**src/rtl/lidar_ttc_emergency_brake_macros.svh**
```systemverilog
// assertion macros used by the ttc brake back end
`ifndef LIDAR_TTC_EMERGENCY_BRAKE_MACROS_SVH
`define LIDAR_TTC_EMERGENCY_BRAKE_MACROS_SVH
`ifndef ASSERT_OFF
`define LTB_ASSERT_IMPL(label, ante, cons) \
	label: assert property (@(posedge clk) disable iff (!arst_n) (ante) |-> (cons)) \
		else $error("ltb: same-cycle check failed");
`define LTB_ASSERT_NEXT(label, ante, cons) \
	label: assert property (@(posedge clk) disable iff (!arst_n) (ante) |=> (cons)) \
		else $error("ltb: next-cycle check failed");
`else
`define LTB_ASSERT_IMPL(label, ante, cons)
`define LTB_ASSERT_NEXT(label, ante, cons)
`endif
`endif

```
**src/rtl/ltb_pkg.sv**
```systemverilog
// types, constants and helper functions of the ttc emergency brake
package ltb_pkg;

	localparam int MAX_SAMPLES_DEF    = 4096;
	localparam int COS_TABLE_BITS_DEF = 10;
	localparam int QUEUE_DEPTH        = 2;

	localparam int CFG_IDX_W  = 3;
	localparam int CFG_DATA_W = 16;

	typedef enum logic [CFG_IDX_W-1:0] {
		REG_THR_FWD     = 3'd0,
		REG_THR_BWD     = 3'd1,
		REG_RANGE_LO    = 3'd2,
		REG_RANGE_HI    = 3'd3,
		REG_ANGLE_START = 3'd4,
		REG_ANGLE_STEP  = 3'd5
	} cfg_reg_t;

	localparam logic [15:0] THR_FWD_RST     = 16'd256;
	localparam logic [15:0] THR_BWD_RST     = 16'd256;
	localparam logic [15:0] RANGE_LO_RST    = 16'd0;
	localparam logic [15:0] RANGE_HI_RST    = 16'hFFFF;
	localparam logic [15:0] ANGLE_START_RST = 16'h9B78;
	localparam logic [14:0] ANGLE_STEP_RST  = 15'd47;

	// 2^32 / (2 pi) and 2 pi * 2^28
	localparam logic [29:0] INV_TWO_PI_Q32 = 30'd683565276;
	localparam logic [30:0] TWO_PI_Q28     = 31'd1686629713;
	localparam logic [31:0] ONE_Q30        = 32'h4000_0000;
	localparam logic [31:0] TTC_INF        = 32'hFFFF_FFFF;
	localparam logic [31:0] TTC_MAX_FINITE = 32'hFFFF_FFFE;
	localparam logic [2:0]  HORNER_LAST    = 3'd5;

	typedef struct packed {
		logic [15:0] thr_fwd;
		logic [15:0] thr_bwd;
		logic [15:0] range_lo;
		logic [15:0] range_hi;
		logic [15:0] angle_start;
		logic [14:0] angle_step;
	} cfg_t;

	typedef enum logic [1:0] {
		KIND_SPEED,
		KIND_VALID,
		KIND_INVALID
	} item_kind_t;

	typedef struct packed {
		item_kind_t  kind;
		logic [15:0] speed;
		logic [15:0] range;
		logic        last;
	} qent_t;

	typedef struct packed {
		logic empty;
		logic full;
	} qstat_t;

	typedef enum logic [3:0] {
		BK_IDLE,
		BK_ANG,
		BK_ANG2,
		BK_PL,
		BK_PH,
		BK_X,
		BK_X2,
		BK_H1,
		BK_H2,
		BK_H3,
		BK_H4,
		BK_COS,
		BK_V,
		BK_DIV,
		BK_UPD,
		BK_OUT
	} bk_state_t;

	// horner divisors of the cosine series
	function automatic logic [7:0] horner_k(input logic [2:0] h);
		logic [7:0] k;
		unique case (h)
			3'd0:    k = 8'd132;
			3'd1:    k = 8'd90;
			3'd2:    k = 8'd56;
			3'd3:    k = 8'd30;
			3'd4:    k = 8'd12;
			default: k = 8'd2;
		endcase
		return k;
	endfunction

	// floor(2^32 / k) for the reciprocal divide
	function automatic logic [31:0] horner_recip(input logic [2:0] h);
		logic [31:0] r;
		unique case (h)
			3'd0:    r = 32'd32537631;
			3'd1:    r = 32'd47721858;
			3'd2:    r = 32'd76695844;
			3'd3:    r = 32'd143165576;
			3'd4:    r = 32'd357913941;
			default: r = 32'd2147483648;
		endcase
		return r;
	endfunction

endpackage

```
**src/rtl/ltb_in_if.sv**
```systemverilog
// input channel: speed updates and range samples
interface ltb_in_if;
	logic        valid;
	logic        ready;
	logic        func;
	logic signed [15:0] speed_value;
	logic [15:0] range_value;
	logic        last_sample;

	modport source (output valid, func, speed_value, range_value, last_sample, input ready);
	modport sink   (input valid, func, speed_value, range_value, last_sample, output ready);
endinterface

```
**src/rtl/ltb_out_if.sv**
```systemverilog
// result channel: brake flag and scan minimum ttc
interface ltb_out_if;
	logic        valid;
	logic        ready;
	logic        brake;
	logic [31:0] min_ttc;

	modport source (output valid, brake, min_ttc, input ready);
	modport sink   (input valid, brake, min_ttc, output ready);
endinterface

```
**src/rtl/ltb_front.sv**
```systemverilog
// front end: accepts input beats and classifies them for the queue
module ltb_front import ltb_pkg::*; (
	ltb_in_if.sink  in_ch,
	input  cfg_t    cfg,
	input  qstat_t  qstat,
	output logic    push,
	output qent_t   push_ent
);

	logic out_of_range;

	assign in_ch.ready  = !qstat.full;
	assign push         = in_ch.valid && !qstat.full;
	assign out_of_range = (in_ch.range_value < cfg.range_lo) ||
		(in_ch.range_value > cfg.range_hi);

	always_comb begin
		push_ent.speed = in_ch.speed_value;
		push_ent.range = in_ch.range_value;
		push_ent.last  = in_ch.last_sample;
		if (!in_ch.func) begin
			push_ent.kind = KIND_SPEED;
		end else if (out_of_range) begin
			push_ent.kind = KIND_INVALID;
		end else begin
			push_ent.kind = KIND_VALID;
		end
	end

endmodule

```
**src/rtl/ltb_queue.sv**
```systemverilog
// short fifo between front end and back end
module ltb_queue import ltb_pkg::*; (
	input  logic   clk,
	input  logic   arst_n,
	input  logic   push,
	input  qent_t  push_ent,
	input  logic   pop,
	output qstat_t qstat,
	output qent_t  head
);

	localparam int PW = (QUEUE_DEPTH > 1) ? $clog2(QUEUE_DEPTH) : 1;
	localparam int CNW = $clog2(QUEUE_DEPTH + 1);

	qent_t          mem_q [QUEUE_DEPTH];
	logic [PW-1:0]  wr_q, rd_q;
	logic [CNW-1:0] cnt_q;

	assign qstat.empty = (cnt_q == '0);
	assign qstat.full  = (cnt_q == CNW'(QUEUE_DEPTH));
	assign head        = mem_q[rd_q];

	always_ff @(posedge clk) begin
		if (push) begin
			mem_q[wr_q] <= push_ent;
		end
	end

	always_ff @(posedge clk or negedge arst_n) begin
		if (!arst_n) begin
			wr_q  <= '0;
			rd_q  <= '0;
			cnt_q <= '0;
		end else begin
			if (push) begin
				wr_q <= (wr_q == PW'(QUEUE_DEPTH - 1)) ? '0 : wr_q + 1'b1;
			end
			if (pop) begin
				rd_q <= (rd_q == PW'(QUEUE_DEPTH - 1)) ? '0 : rd_q + 1'b1;
			end
			if (push && !pop) begin
				cnt_q <= cnt_q + 1'b1;
			end else if (pop && !push) begin
				cnt_q <= cnt_q - 1'b1;
			end
		end
	end

endmodule

```
**src/rtl/ltb_back.sv**
```systemverilog
// back end: angle, cosine, closing rate, ttc divide and scan minimum
`include "lidar_ttc_emergency_brake_macros.svh"
module ltb_back import ltb_pkg::*; #(
	parameter int MAX_SAMPLES    = MAX_SAMPLES_DEF,
	parameter int COS_TABLE_BITS = COS_TABLE_BITS_DEF
) (
	input  logic   clk,
	input  logic   arst_n,
	input  cfg_t   cfg,
	input  qstat_t qstat,
	input  qent_t  head,
	output logic   pop,
	ltb_out_if.source out_ch
);

	localparam int CW    = $clog2(MAX_SAMPLES);
	localparam int CTB   = COS_TABLE_BITS;
	localparam int SHIFT = 45 - CTB;
	localparam logic [CTB:0]  FULL    = (CTB+1)'(1) << CTB;
	localparam logic [CTB:0]  HALF    = (CTB+1)'(1) << (CTB - 1);
	localparam logic [CTB:0]  QUARTER = (CTB+1)'(1) << (CTB - 2);
	localparam logic [44:0]   ROUND   = 45'(1) << (SHIFT - 1);

	bk_state_t state_q, state_d;

	logic [31:0] mul_a, mul_b;
	logic [63:0] prod_q;
	logic        out_load;

	logic [15:0]   speed_q;
	logic          bwd_q;
	logic [31:0]   min_q;
	logic [CW-1:0] counter_q;
	logic [15:0]   range_q;
	logic          last_q;
	logic [21:0]   a_hi_q;
	logic [44:0]   plo_q;
	logic          cneg_q;
	logic [31:0]   x2_q, n_q, qe_q;
	logic signed [32:0] t_q;
	logic [2:0]    h_q;
	logic          vneg_q;
	logic [30:0]   v_q, r_q;
	logic [31:0]   quo_q;
	logic [4:0]    dcnt_q;
	logic [31:0]   ttc_q;
	logic          res_brake_q;
	logic [31:0]   res_min_q;
	logic          out_valid_q, out_brake_q;
	logic [31:0]   out_min_q;

	// combinational helpers
	logic signed [32:0] angle;
	logic [44:0]   angle45, p_sum, p_rnd;
	logic [CTB-1:0] idx;
	logic [CTB:0]  m1, m_fold;
	logic          fold_neg;
	logic [31:0]   r_fix, x_op;
	logic [32:0]   q_fix;
	logic [30:0]   t_clamp;
	logic [31:0]   c_sum;
	logic [15:0]   c_mag, spd_mag;
	logic [30:0]   v_now;
	logic          ttc_sat;
	logic [31:0]   r2;
	logic          div_bit;
	logic [31:0]   quo_next, ttc_div;
	logic [31:0]   min_new, thr32;

	assign angle = $signed({{17{cfg.angle_start[15]}}, cfg.angle_start}) +
		$signed({2'b00, prod_q[30:0]});
	assign angle45 = {{12{angle[32]}}, angle};

	assign p_sum = plo_q + {prod_q[21:0], 23'd0};
	assign p_rnd = p_sum + ROUND;
	assign idx   = p_rnd[44:SHIFT];

	// fold the table index into the first quadrant
	always_comb begin
		m1 = (idx > HALF[CTB-1:0] && !HALF[CTB]) || ({1'b0, idx} > HALF) ?
			FULL - {1'b0, idx} : {1'b0, idx};
		fold_neg = m1 > QUARTER;
		m_fold   = fold_neg ? HALF - m1 : m1;
	end

	assign x_op    = prod_q[CTB-2 +: 32];
	assign r_fix   = n_q - prod_q[31:0];
	assign q_fix   = {1'b0, qe_q} + ((r_fix >= {24'd0, horner_k(h_q)}) ? 33'd1 : 33'd0);
	assign t_clamp = t_q[32] ? 31'd0 : t_q[30:0];
	assign c_sum   = {1'b0, t_clamp} + 32'd16384;
	assign c_mag   = c_sum[30:15];
	assign spd_mag = speed_q[15] ? (~speed_q + 16'd1) : speed_q;

	assign v_now   = prod_q[30:0];
	assign ttc_sat = {16'd0, range_q} >= {v_now, 1'b0};

	assign r2       = {r_q, (dcnt_q == 5'd0) ? range_q[0] : 1'b0};
	assign div_bit  = r2 >= {1'b0, v_q};
	assign quo_next = {quo_q[30:0], div_bit};
	assign ttc_div  = (quo_next == TTC_INF) ? TTC_MAX_FINITE : quo_next;

	assign min_new = (ttc_q < min_q) ? ttc_q : min_q;
	assign thr32   = {8'd0, bwd_q ? cfg.thr_bwd : cfg.thr_fwd, 8'd0};

	// next state
	always_comb begin
		state_d = state_q;
		unique case (state_q)
			BK_IDLE: begin
				if (!qstat.empty) begin
					unique case (head.kind)
						KIND_VALID:   state_d = BK_ANG;
						KIND_INVALID: state_d = BK_UPD;
						default:      state_d = BK_IDLE;
					endcase
				end
			end
			BK_ANG:  state_d = BK_ANG2;
			BK_ANG2: state_d = BK_PL;
			BK_PL:   state_d = BK_PH;
			BK_PH:   state_d = BK_X;
			BK_X:    state_d = BK_X2;
			BK_X2:   state_d = BK_H1;
			BK_H1:   state_d = BK_H2;
			BK_H2:   state_d = BK_H3;
			BK_H3:   state_d = BK_H4;
			BK_H4:   state_d = (h_q == HORNER_LAST) ? BK_COS : BK_H1;
			BK_COS:  state_d = BK_V;
			BK_V: begin
				if (v_now == '0 || vneg_q || ttc_sat) begin
					state_d = BK_UPD;
				end else begin
					state_d = BK_DIV;
				end
			end
			BK_DIV:  state_d = (dcnt_q == 5'd31) ? BK_UPD : BK_DIV;
			BK_UPD:  state_d = last_q ? BK_OUT : BK_IDLE;
			BK_OUT:  state_d = out_load ? BK_IDLE : BK_OUT;
			default: state_d = BK_IDLE;
		endcase
	end

	// outputs: queue pop, multiplier operands, result load
	always_comb begin
		pop      = 1'b0;
		mul_a    = '0;
		mul_b    = '0;
		out_load = 1'b0;
		unique case (state_q)
			BK_IDLE: pop = !qstat.empty;
			BK_ANG: begin
				mul_a = {17'd0, cfg.angle_step};
				mul_b = 32'(counter_q);
			end
			BK_ANG2: begin
				mul_a = {9'd0, angle45[22:0]};
				mul_b = {2'd0, INV_TWO_PI_Q32};
			end
			BK_PL: begin
				mul_a = {10'd0, a_hi_q};
				mul_b = {2'd0, INV_TWO_PI_Q32};
			end
			BK_PH: begin
				mul_a = 32'(m_fold);
				mul_b = {1'b0, TWO_PI_Q28};
			end
			BK_X: begin
				mul_a = x_op;
				mul_b = x_op;
			end
			BK_H1: begin
				mul_a = x2_q;
				mul_b = t_q[31:0];
			end
			BK_H2: begin
				mul_a = prod_q[61:30];
				mul_b = horner_recip(h_q);
			end
			BK_H3: begin
				mul_a = prod_q[63:32];
				mul_b = {24'd0, horner_k(h_q)};
			end
			BK_COS: begin
				mul_a = {16'd0, spd_mag};
				mul_b = {16'd0, c_mag};
			end
			BK_OUT:  out_load = !out_valid_q || out_ch.ready;
			default: ;
		endcase
	end

	always_ff @(posedge clk or negedge arst_n) begin
		if (!arst_n) begin
			state_q <= BK_IDLE;
		end else begin
			state_q <= state_d;
		end
	end

	// shared multiplier, registered
	always_ff @(posedge clk) begin
		prod_q <= 64'(mul_a) * 64'(mul_b);
	end

	// scan state
	always_ff @(posedge clk or negedge arst_n) begin
		if (!arst_n) begin
			speed_q   <= '0;
			bwd_q     <= 1'b0;
			min_q     <= TTC_INF;
			counter_q <= '0;
		end else begin
			if (state_q == BK_IDLE && !qstat.empty && head.kind == KIND_SPEED) begin
				speed_q <= head.speed;
				bwd_q   <= head.speed[15];
			end
			if (state_q == BK_UPD) begin
				if (last_q) begin
					min_q     <= TTC_INF;
					counter_q <= '0;
				end else begin
					min_q <= min_new;
					if (counter_q < CW'(MAX_SAMPLES - 1)) begin
						counter_q <= counter_q + 1'b1;
					end
				end
			end
		end
	end

	// per-sample datapath
	always_ff @(posedge clk) begin
		unique case (state_q)
			BK_IDLE: begin
				range_q <= head.range;
				last_q  <= head.last;
				ttc_q   <= TTC_INF;
			end
			BK_ANG2: a_hi_q <= angle45[44:23];
			BK_PL:   plo_q  <= prod_q[44:0];
			BK_PH:   cneg_q <= fold_neg;
			BK_X2: begin
				x2_q <= prod_q[61:30];
				t_q  <= $signed({1'b0, ONE_Q30});
				h_q  <= '0;
			end
			BK_H2:   n_q  <= prod_q[61:30];
			BK_H3:   qe_q <= prod_q[63:32];
			BK_H4: begin
				t_q <= $signed({1'b0, ONE_Q30}) - $signed(q_fix);
				h_q <= h_q + 1'b1;
			end
			BK_COS:  vneg_q <= speed_q[15] ^ cneg_q;
			BK_V: begin
				v_q    <= v_now;
				r_q    <= {16'd0, range_q[15:1]};
				quo_q  <= '0;
				dcnt_q <= '0;
				if (v_now == '0 || vneg_q) begin
					ttc_q <= TTC_INF;
				end else if (ttc_sat) begin
					ttc_q <= TTC_MAX_FINITE;
				end
			end
			BK_DIV: begin
				r_q    <= div_bit ? 31'(r2 - {1'b0, v_q}) : r2[30:0];
				quo_q  <= quo_next;
				dcnt_q <= dcnt_q + 1'b1;
				if (dcnt_q == 5'd31) begin
					ttc_q <= ttc_div;
				end
			end
			BK_UPD: begin
				res_min_q   <= min_new;
				res_brake_q <= (min_new != '0) && (min_new < thr32);
			end
			default: ;
		endcase
	end

	// output register
	always_ff @(posedge clk or negedge arst_n) begin
		if (!arst_n) begin
			out_valid_q <= 1'b0;
		end else if (out_load) begin
			out_valid_q <= 1'b1;
		end else if (out_ch.ready) begin
			out_valid_q <= 1'b0;
		end
	end

	always_ff @(posedge clk) begin
		if (out_load) begin
			out_brake_q <= res_brake_q;
			out_min_q   <= res_min_q;
		end
	end

	assign out_ch.valid   = out_valid_q;
	assign out_ch.brake   = out_brake_q;
	assign out_ch.min_ttc = out_min_q;

	`LTB_ASSERT_IMPL(a_horner_pos, state_q == BK_H1, !t_q[32])
	`LTB_ASSERT_IMPL(a_div_rem, state_q == BK_DIV, r_q < v_q)
	`LTB_ASSERT_NEXT(a_scan_clear, state_q == BK_UPD && last_q, min_q == TTC_INF && counter_q == '0)
	`LTB_ASSERT_IMPL(a_out_hold, out_valid_q && !out_ch.ready, !out_load)

endmodule

```
**src/rtl/lidar_ttc_emergency_brake.sv**
```systemverilog
// top level of the lidar time-to-collision emergency brake
// Speed updates and lidar range samples arrive as beats on in_ch. A speed
// beat only updates the stored speed. A sample outside [range_lo, range_hi]
// skips the datapath and goes straight to the scan update; a valid sample
// passes through angle, quadrant fold and a six-step Horner cosine on one
// shared 32x32 registered multiplier, a closing-rate product, and a
// bit-serial restoring divider for the ttc. While the back end works, the
// front end keeps accepting beats into a two-entry queue until it is full, and a
// finished result sits in an output register so a stalled sink does not block
// the queue until the next last sample. The last sample of a scan produces one
// result beat on out_ch with the scan minimum ttc (Q16.16, all ones for
// infinite) and brake, set when 0 < min < threshold; threshold follows the
// sign of the latest speed. Configuration writes on cfg_we take effect at
// once and should only be made while no beat is in flight.
module lidar_ttc_emergency_brake import ltb_pkg::*; #(
	parameter int MAX_SAMPLES    = MAX_SAMPLES_DEF,
	parameter int COS_TABLE_BITS = COS_TABLE_BITS_DEF
) (
	input  logic clk,
	input  logic arst_n,
	ltb_in_if.sink    in_ch,
	ltb_out_if.source out_ch,
	input  logic                  cfg_we,
	input  logic [CFG_IDX_W-1:0]  cfg_index,
	input  logic [CFG_DATA_W-1:0] cfg_data
);

	cfg_t   cfg_q;
	qstat_t qstat;
	qent_t  push_ent, head;
	logic   push, pop;

	// configuration registers, writes to unused indexes are dropped
	always_ff @(posedge clk or negedge arst_n) begin
		if (!arst_n) begin
			cfg_q.thr_fwd     <= THR_FWD_RST;
			cfg_q.thr_bwd     <= THR_BWD_RST;
			cfg_q.range_lo    <= RANGE_LO_RST;
			cfg_q.range_hi    <= RANGE_HI_RST;
			cfg_q.angle_start <= ANGLE_START_RST;
			cfg_q.angle_step  <= ANGLE_STEP_RST;
		end else if (cfg_we) begin
			unique case (cfg_index)
				REG_THR_FWD:     cfg_q.thr_fwd     <= cfg_data;
				REG_THR_BWD:     cfg_q.thr_bwd     <= cfg_data;
				REG_RANGE_LO:    cfg_q.range_lo    <= cfg_data;
				REG_RANGE_HI:    cfg_q.range_hi    <= cfg_data;
				REG_ANGLE_START: cfg_q.angle_start <= cfg_data;
				REG_ANGLE_STEP:  cfg_q.angle_step  <= cfg_data[14:0];
				default: ;
			endcase
		end
	end

	// front end: handshake and range classification
	ltb_front u_front (
		.in_ch    (in_ch),
		.cfg      (cfg_q),
		.qstat    (qstat),
		.push     (push),
		.push_ent (push_ent)
	);

	// decoupling queue
	ltb_queue u_queue (
		.clk      (clk),
		.arst_n   (arst_n),
		.push     (push),
		.push_ent (push_ent),
		.pop      (pop),
		.qstat    (qstat),
		.head     (head)
	);

	// back end: ttc sequencer, scan minimum, result register
	ltb_back #(
		.MAX_SAMPLES    (MAX_SAMPLES),
		.COS_TABLE_BITS (COS_TABLE_BITS)
	) u_back (
		.clk    (clk),
		.arst_n (arst_n),
		.cfg    (cfg_q),
		.qstat  (qstat),
		.head   (head),
		.pop    (pop),
		.out_ch (out_ch)
	);

endmodule
```
**src/flat_wrapper.sv**
```systemverilog
// flat-port wrapper written by rule: the top's interface ports become plain ports
module lidar_ttc_emergency_brake_flat import ltb_pkg::*;
#(
	parameter int MAX_SAMPLES    = MAX_SAMPLES_DEF,
	parameter int COS_TABLE_BITS = COS_TABLE_BITS_DEF
)
  (clk, arst_n, cfg_we, cfg_index, cfg_data, in_ch_valid, in_ch_func, in_ch_speed_value, in_ch_range_value, in_ch_last_sample, in_ch_ready, out_ch_valid, out_ch_brake, out_ch_min_ttc, out_ch_ready);
  ltb_in_if in_ch_i ();
  ltb_out_if out_ch_i ();
  input  logic clk;
  input  logic arst_n;
  input  logic cfg_we;
  input  logic [CFG_IDX_W-1:0] cfg_index;
  input  logic [CFG_DATA_W-1:0] cfg_data;
  input wire logic [$bits(in_ch_i.valid)-1:0] in_ch_valid;
  input wire logic [$bits(in_ch_i.func)-1:0] in_ch_func;
  input wire logic [$bits(in_ch_i.speed_value)-1:0] in_ch_speed_value;
  input wire logic [$bits(in_ch_i.range_value)-1:0] in_ch_range_value;
  input wire logic [$bits(in_ch_i.last_sample)-1:0] in_ch_last_sample;
  output wire logic [$bits(in_ch_i.ready)-1:0] in_ch_ready;
  output wire logic [$bits(out_ch_i.valid)-1:0] out_ch_valid;
  output wire logic [$bits(out_ch_i.brake)-1:0] out_ch_brake;
  output wire logic [$bits(out_ch_i.min_ttc)-1:0] out_ch_min_ttc;
  input wire logic [$bits(out_ch_i.ready)-1:0] out_ch_ready;
  assign in_ch_i.valid = in_ch_valid;
  assign in_ch_i.func = in_ch_func;
  assign in_ch_i.speed_value = in_ch_speed_value;
  assign in_ch_i.range_value = in_ch_range_value;
  assign in_ch_i.last_sample = in_ch_last_sample;
  assign in_ch_ready = in_ch_i.ready;
  assign out_ch_valid = out_ch_i.valid;
  assign out_ch_brake = out_ch_i.brake;
  assign out_ch_min_ttc = out_ch_i.min_ttc;
  assign out_ch_i.ready = out_ch_ready;
  lidar_ttc_emergency_brake #(.MAX_SAMPLES(MAX_SAMPLES), .COS_TABLE_BITS(COS_TABLE_BITS)) u_core (.clk(clk), .arst_n(arst_n), .in_ch(in_ch_i), .out_ch(out_ch_i), .cfg_we(cfg_we), .cfg_index(cfg_index), .cfg_data(cfg_data));
endmodule
```
**config.mk**
```make
export PLATFORM = sky130hd
export DESIGN_NAME = lidar_ttc_emergency_brake_flat
export DESIGN_NICKNAME = d
export VERILOG_FILES = /design/src/rtl/ltb_pkg.sv /design/src/rtl/ltb_in_if.sv /design/src/rtl/ltb_out_if.sv /design/src/rtl/ltb_front.sv /design/src/rtl/ltb_queue.sv /design/src/rtl/ltb_back.sv /design/src/rtl/lidar_ttc_emergency_brake.sv /design/src/flat_wrapper.sv
export VERILOG_INCLUDE_DIRS = /design/src /design/src/rtl
export SDC_FILE = /design/constraint.sdc
export NUM_CORES = 2
export LEC_CHECK = 0
export BUFFER_PORTS_ARGS = -buffer_cell sky130_fd_sc_hd__buf_2
export CORE_MARGIN = 4
export CORE_UTILIZATION = 25
export CTS_BUF_LIST = sky130_fd_sc_hd__clkbuf_8
export DETAILED_ROUTE_END_ITERATION = 8
export PLACE_DENSITY = 0.42
export SYNTH_ARGS = -nofsm -noshare
export SYNTH_HDL_FRONTEND = slang
export SYNTH_HIERARCHICAL = 1
export SYNTH_SLANG_ARGS = --single-unit
export TNS_END_PERCENT = 1
```
**constraint.sdc**
```tcl
create_clock -name clk -period 13.6 [get_ports clk]
set_input_delay 2.04 -clock clk [delete_from_list [all_inputs] [get_ports clk]]
set_output_delay 2.04 -clock clk [all_outputs]
set_load 0.02 [all_outputs]
```
; ---- After elaboration in Yosys (flattened, before gate mapping)
; Memories as Yosys holds them, arrays and structs flattened.
; Cells that the tools add are included.
[classes]
n_addsub = 18
multipliers = 1
magnitude_cmp = 11
n_eq_ne = 33
n_mux = 46
bitwise = 2
n_reduce_logical = 39
[op_table]
columns = op, count
row1 = $pmux W32 S9, 1
row2 = $pmux W32 S8, 1
row3 = $mux W32, 6
row4 = $pmux W32 S5, 1
row5 = $pmux W31 S2, 2
row6 = $pmux W32 S3, 1
row7 = $pmux W33 S2, 1
row8 = $mul A32 B32 Y64, 1
row9 = $pmux W4 S16, 1
row10 = $mux W31, 2
row11 = $add A45 B35 Y45 const B, 1
row12 = $add A45 B45 Y45, 1
row13 = $pmux W8 S5, 1
row14 = $add A16 B32 Y33, 1
row15 = $add A32 B1 Y33, 1
row16 = $sub A32 B33 Y33 const A, 1
row17 = $eq A32 B32 Y1 const B, 1
row18 = $eq A4 B4 Y1 const B, 8
row19 = $ge A16 B32 Y1, 1
row20 = $ge A32 B31 Y1, 1
row21 = $ge A32 B8 Y1, 1
row22 = $lt A32 B24 Y1, 1
row23 = $lt A32 B32 Y1, 1
row24 = $mux W16, 2
row25 = 52 further kinds, 111
[word_totals]
regBits = 631
mem_bits_rw = 70
input_bits = 58
output_inout_bits = 35
elab_cells = 187
n_memories = 1
[mem_list]
columns = name, words, width, read_ports, rd_ports_with_merged_regs, write_ports, line
row1 = u_core.u_queue.mem_q, 2, 35, 1, 0, 1, ltb_queue.sv:15  ; qent_t mem_q [QUEUE_DEPTH];

; ---- Logic depth before layout (Yosys ltp)
[depth]
depth_word = 9
ltp_mapped = 52
mapped_depth_nobuf = 50

; ---- Modules after synthesis
; The synthesis kept the hierarchy.
[modules_own_cells]
columns = mod, instances, cells_each, area_per_inst_um2, seq_area_each_um2
row1 = ltb_back, 1, 6649, 62318.5, 14328.7
row2 = lidar_ttc_emergency_brake, 1, 206, 3682.3, 2417.3
row3 = ltb_queue, 1, 125, 2862.7, 2202.1
row4 = ltb_front, 1, 145, 1068.5, 0.0

; ---- Worst setup path after synthesis
; OpenSTA, ideal clock, no wires.
[synth_timing]
path_kind = flip-flop to flip-flop
startpoint = register u_core.u_back.prod_q[11]
endpoint = register u_core.u_back.prod_q[60]
setup_ns = 0.072
arrival_ns = 11.260
t_required_ns = 13.528
slack_ns = 2.268
path_stages_with_launch = 46
n_path_buf = 1
period_less_slack_ns = 11.332
cell_sequence = dfxtp_1 inv_1 ha_1 inv_1 ha_1 a21oi_1 o21ai_0 a21oi_2 and3_1 nor2_1 inv_1 ha_1 o21ai_0 nor4_4 a21oi_1 o21a_1 ha_1 and2_1 (+10 left out) inv_1 fa_1 fa_1 inv_1 fa_1 inv_1 ha_1 clkbuf_1 a21o_1 a21o_1 nor4b_1 nor4b_1 o41ai_2 a41oi_1 a211oi_1 a22o_1 a221oi_1 xnor2_1
[synth_between]
elab_chain_cells = 9
word_cells_on_any_way = 14
cone_classes = add/sub (5) / mul (1) / order compare (3) / mux (4) / reduce/logical (1)
[synth_rtl]
columns = element, line
row1 = "start, declared", ltb_back.sv:27  ; logic [63:0] prod_q;
row2 = "start signal, assigned", ltb_back.sv:202  ; prod_q <= 64'(mul_a) * 64'(mul_b);
row3 = $add A45 B45 Y45, ltb_back.sv:74  ; assign p_sum = plo_q + {prod_q[21:0], 23'd0};
row4 = $add A45 B35 Y45, ltb_back.sv:75  ; assign p_rnd = p_sum + ROUND;
row5 = $gt A10 B10 Y1, ltb_back.sv:80  ; m1 = (idx > HALF[CTB-1:0] && !HALF[CTB]) || ({1'b0, idx} > HALF) ?
row6 = $logic_or A1 B1 Y1, ltb_back.sv:80
row7 = $mux W11, ltb_back.sv:80
row8 = $sub A10 B11 Y11 or $gt A11 B9 Y1 (tied branches), "ltb_back.sv:83, ltb_back.sv:82"
row9 = $mux W11, ltb_back.sv:83  ; m_fold = fold_neg ? HALF - m1 : m1;
row10 = $pmux W32 S9, ltb_back.sv:149  ; unique case (state_q)
row11 = $mul A32 B32 Y64 *, ltb_back.sv:202
; Every way passes the cells marked *; elsewhere a longest branch is shown, timed or not.
; A chain may end at the register's enable or synchronous reset.

; ---- Final worst setup path
[layout_timing]
startpoint = register u_core.u_back.prod_q[10]
endpoint = register u_core.u_back.prod_q[60]
; The elaborated chain is that of the path after synthesis.

==> reports/qor.csv <==
metric,value,unit
status,finished clean,
synth_top_area_share,25.7,%
fin_util,28.1,%
cpMaxStageDelayCell,fa_1,
drive_gt1_share,10.9,%
start_util,25.2,%
n_fill_cell,29500,
cts_buffer_depth,3,
layout_common_cells,"inv_1, fa_1, nand2_1, ha_1, nor2_1",
clk_pin_slew,60,ps
cts_buffers,119,
synth-edff-count,449,
arrival,13890,ps
period_needed,13110,ps
clock_latency,900,ps
path_max_fanout,7,
grt_max_degree,87,
synth_cell_types,109,
skew,88.1,ps
grt_pass1_vias,55100,
wire_per_inst,23.3,um
timing.rr.end,u_core/u_back/prod_q[60],
crit_path_end_kind,flip-flop,
synthAdderAreaFrac,35.4,%
min_from,u_core/u_back/res_min_q[24],
report.final.hold_viol_count,0,
root_buffer,clkbuf_8,
r2r_cells,42,
synth_top_family_by_area,adder cells,
overflow,0,
core.rowCount,193,
yosysSeqAreaShare,27.1,%
max_freq,76.3,MHz
dr.first_iter.drc_count,3877,
syn_area_per_cell,9.82,um2
io_buffers,92,
ys_ff_latch,677,
final_common_cell,inv_1,
slew_violations,0,
cts_tree,yes,
place_congestion,0.907,
ctsHtreeMaxLevel,3,
worst_slew_pin_slew,1290,ps
min_path_cells,0,
critPathLaunchType,flip-flop,
routed_wl,258000,um
yosys-top-cells-area,"fa_1, edfxtp_1, ha_1",
grt_pass1_wl,377000,um
firstDrtPassIters,7,
die_x,537,um
crit_type,reg2reg,
synth_top_area_cell,fa_1,
hpwl,203000,um
finalSetupViolCount,0,
syn_area,69900,um2
fin_crit_sh,96.4,%
area.growth.synth_to_final,11.5,%
yosysWarningCount,6,
r2r-start,u_core/u_back/prod_q[10],
die_y,537,um
slew_headroom,14.3,%
vias,52500,
min_to,u_core/u_back/out_ch.min_ttc[24],
grt_usage,17.7,%
layout.nets,8716,
hold_path.class,reg2reg,
yosys_most_used_dff,edfxtp_1,
antenna_left,0,
synth_compound_area_share,9.76,%
avgViaCountPerCell,4.75,
timing.critical_path.mode_cell,fa_1,
synthSimpleGateAreaFrac,12.8,%
cp_slowest_stage_delay,600,ps
dieArea,288000,um2
synth_xor_area_share,2.54,%
antenna_found_initial,27,
async_flop_share,24.2,%
syn_inst,7125,
synth_nets,8624,
cts_sinks,677,
muxShareOfSynthArea,3.40,%
core_area,277000,um2
drc,0,
reg2reg_setup_slack,490,ps
cts_hold_buf,0,
io_pins,93,
critPathRequiredTime,14380,ps
cap_violations,0,
## what timing repair did
item	in CTS	in global routing
setup buffers	0	7
gates cloned	0	0
gates resized for setup	3	9
setup endpoints to repair	6	16
## how the worst max path moves through the flow
stage                        startpoint                        to  slack [ps]  depth (start not counted)
6_report       u_core/u_back/prod_q[10]  u_core/u_back/prod_q[60]         490                         42
5_1_grt        u_core/u_back/prod_q[11]  u_core/u_back/prod_q[58]         -40                         48
4_1_cts         u_core/u_back/prod_q[4]  u_core/u_back/prod_q[60]         180                         42
3_5_place_dp    u_core/u_back/prod_q[3]  u_core/u_back/prod_q[60]        -350                         42
3_3_place_gp    u_core/u_back/prod_q[3]  u_core/u_back/prod_q[58]        -160                         41
2_1_floorplan  u_core/u_back/prod_q[11]  u_core/u_back/prod_q[60]        2270                         45
## cell usage after synthesis, drive strengths merged, types with 47 or more instances
| cell | number |
|---|---|
| o21ai | 285 |
| a21o | 94 |
| fa | 899 |
| buf | 88 |
| inv | 1266 |
| o21a | 58 |
| mux2i | 55 |
| nor3 | 53 |
| mux2 | 151 |
| nand4 | 64 |
| a21oi | 267 |
| nand2 | 889 |
| nand3 | 86 |
| ha | 542 |
| a22oi | 71 |
| nor2 | 475 |
| nand2b | 77 |
| nor2b | 47 |
| clkbuf | 231 |
| xnor2 | 124 |
| edfxtp | 449 |
| and2 | 96 |
| dfstp | 64 |
| dfrtp | 100 |
| xor2 | 79 |
| dfxtp | 64 |
## kinds of logic (layout without fill, tap and decap cells)
group                      Yosys count  count (layout)
buffers and inverters             1585            1784
DFF                                677             677
muxes                              206             206
xor gates and xnor gates           203             203
adders and majority gates         1441            1441
AOI/OAI and AO/OA                 1048            1048
other                                0              17
and+or+nand+nor                   1965            1965
## cell type report
class	instances	area [um2]	area share (%)
diodes	17	42.5	0.0546
clock buffers	142	1950	2.51
clock inverters	86	532	0.682
inverters	1266	4750	6.10
multi-input cells	4863	45100	57.9
flip-flops and latches	677	19000	24.3
well taps	3705	4640	5.95
repair buffers	290	1990	2.55
## metal layers
| layer | track usage (%) | share of wire (%) |
|---|---|---|
| met5 | 0 | 0.019 |
| met4 | 6.63 | 4.3 |
| met3 | 2.63 | 5.4 |
| met2 | 30.5 | 49 |
| met1 | 22.4 | 42 |
## state kept, by name, indices dropped and copies added, names as in the netlist, 4 cells and up
| name | cells |
|---|---|
| u_core/cfg_q | 95 |
| u_core/u_back/n_q | 32 |
| u_core/u_back/speed_q | 16 |
| u_core/u_back/r_q | 31 |
| u_core/u_back/v_q | 31 |
| u_core/u_back/range_q | 16 |
| u_core/u_back/out_ch.min_ttc | 32 |
| u_core/u_back/prod_q | 64 |
| u_core/u_back/state_q | 4 |
| u_core/u_back/res_min_q | 32 |
| u_core/u_back/counter_q | 12 |
| u_core/u_queue/mem_q | 70 |
| u_core/u_back/quo_q | 31 |
| u_core/u_back/plo_q | 22 |
| u_core/u_back/a_hi_q | 10 |
| u_core/u_back/dcnt_q | 5 |
| u_core/u_back/t_q | 33 |
| u_core/u_back/min_q | 32 |
| u_core/u_back/x2_q | 32 |
| u_core/u_back/qe_q | 32 |
| u_core/u_back/ttc_q | 32 |
## worst max-delay path, delay by kind of cell (launching register included)
family	cells	cell delay (ps)
adder cells (fa/ha/maj)	13	5840
AO/OA/AOI/OAI	13	2910
AND/OR/NAND/NOR	7	2200
buffers and inverters	6	710
multiplexers	2	710
flip-flops	1	470
XOR/XNOR	1	150
## through the flow
step	worst slack (ps)	hold WS (ps)	TNS [ps]	instances	area, um2
4_1_cts	181	384	0	11000	77800
3_5_place_dp	-348	405	-1320	10800	75300
2_1_floorplan	2270	400	0	7125	69900
5_1_grt	-41.7	362	-83.3	11000	77900
3_3_place_gp	-157	401	-521	10800	75300
6_report	491	382	0	11000	78000
Power is not shown: default switching activity piles up to over one toggle a cycle in this logic, so the estimate is an artifact.
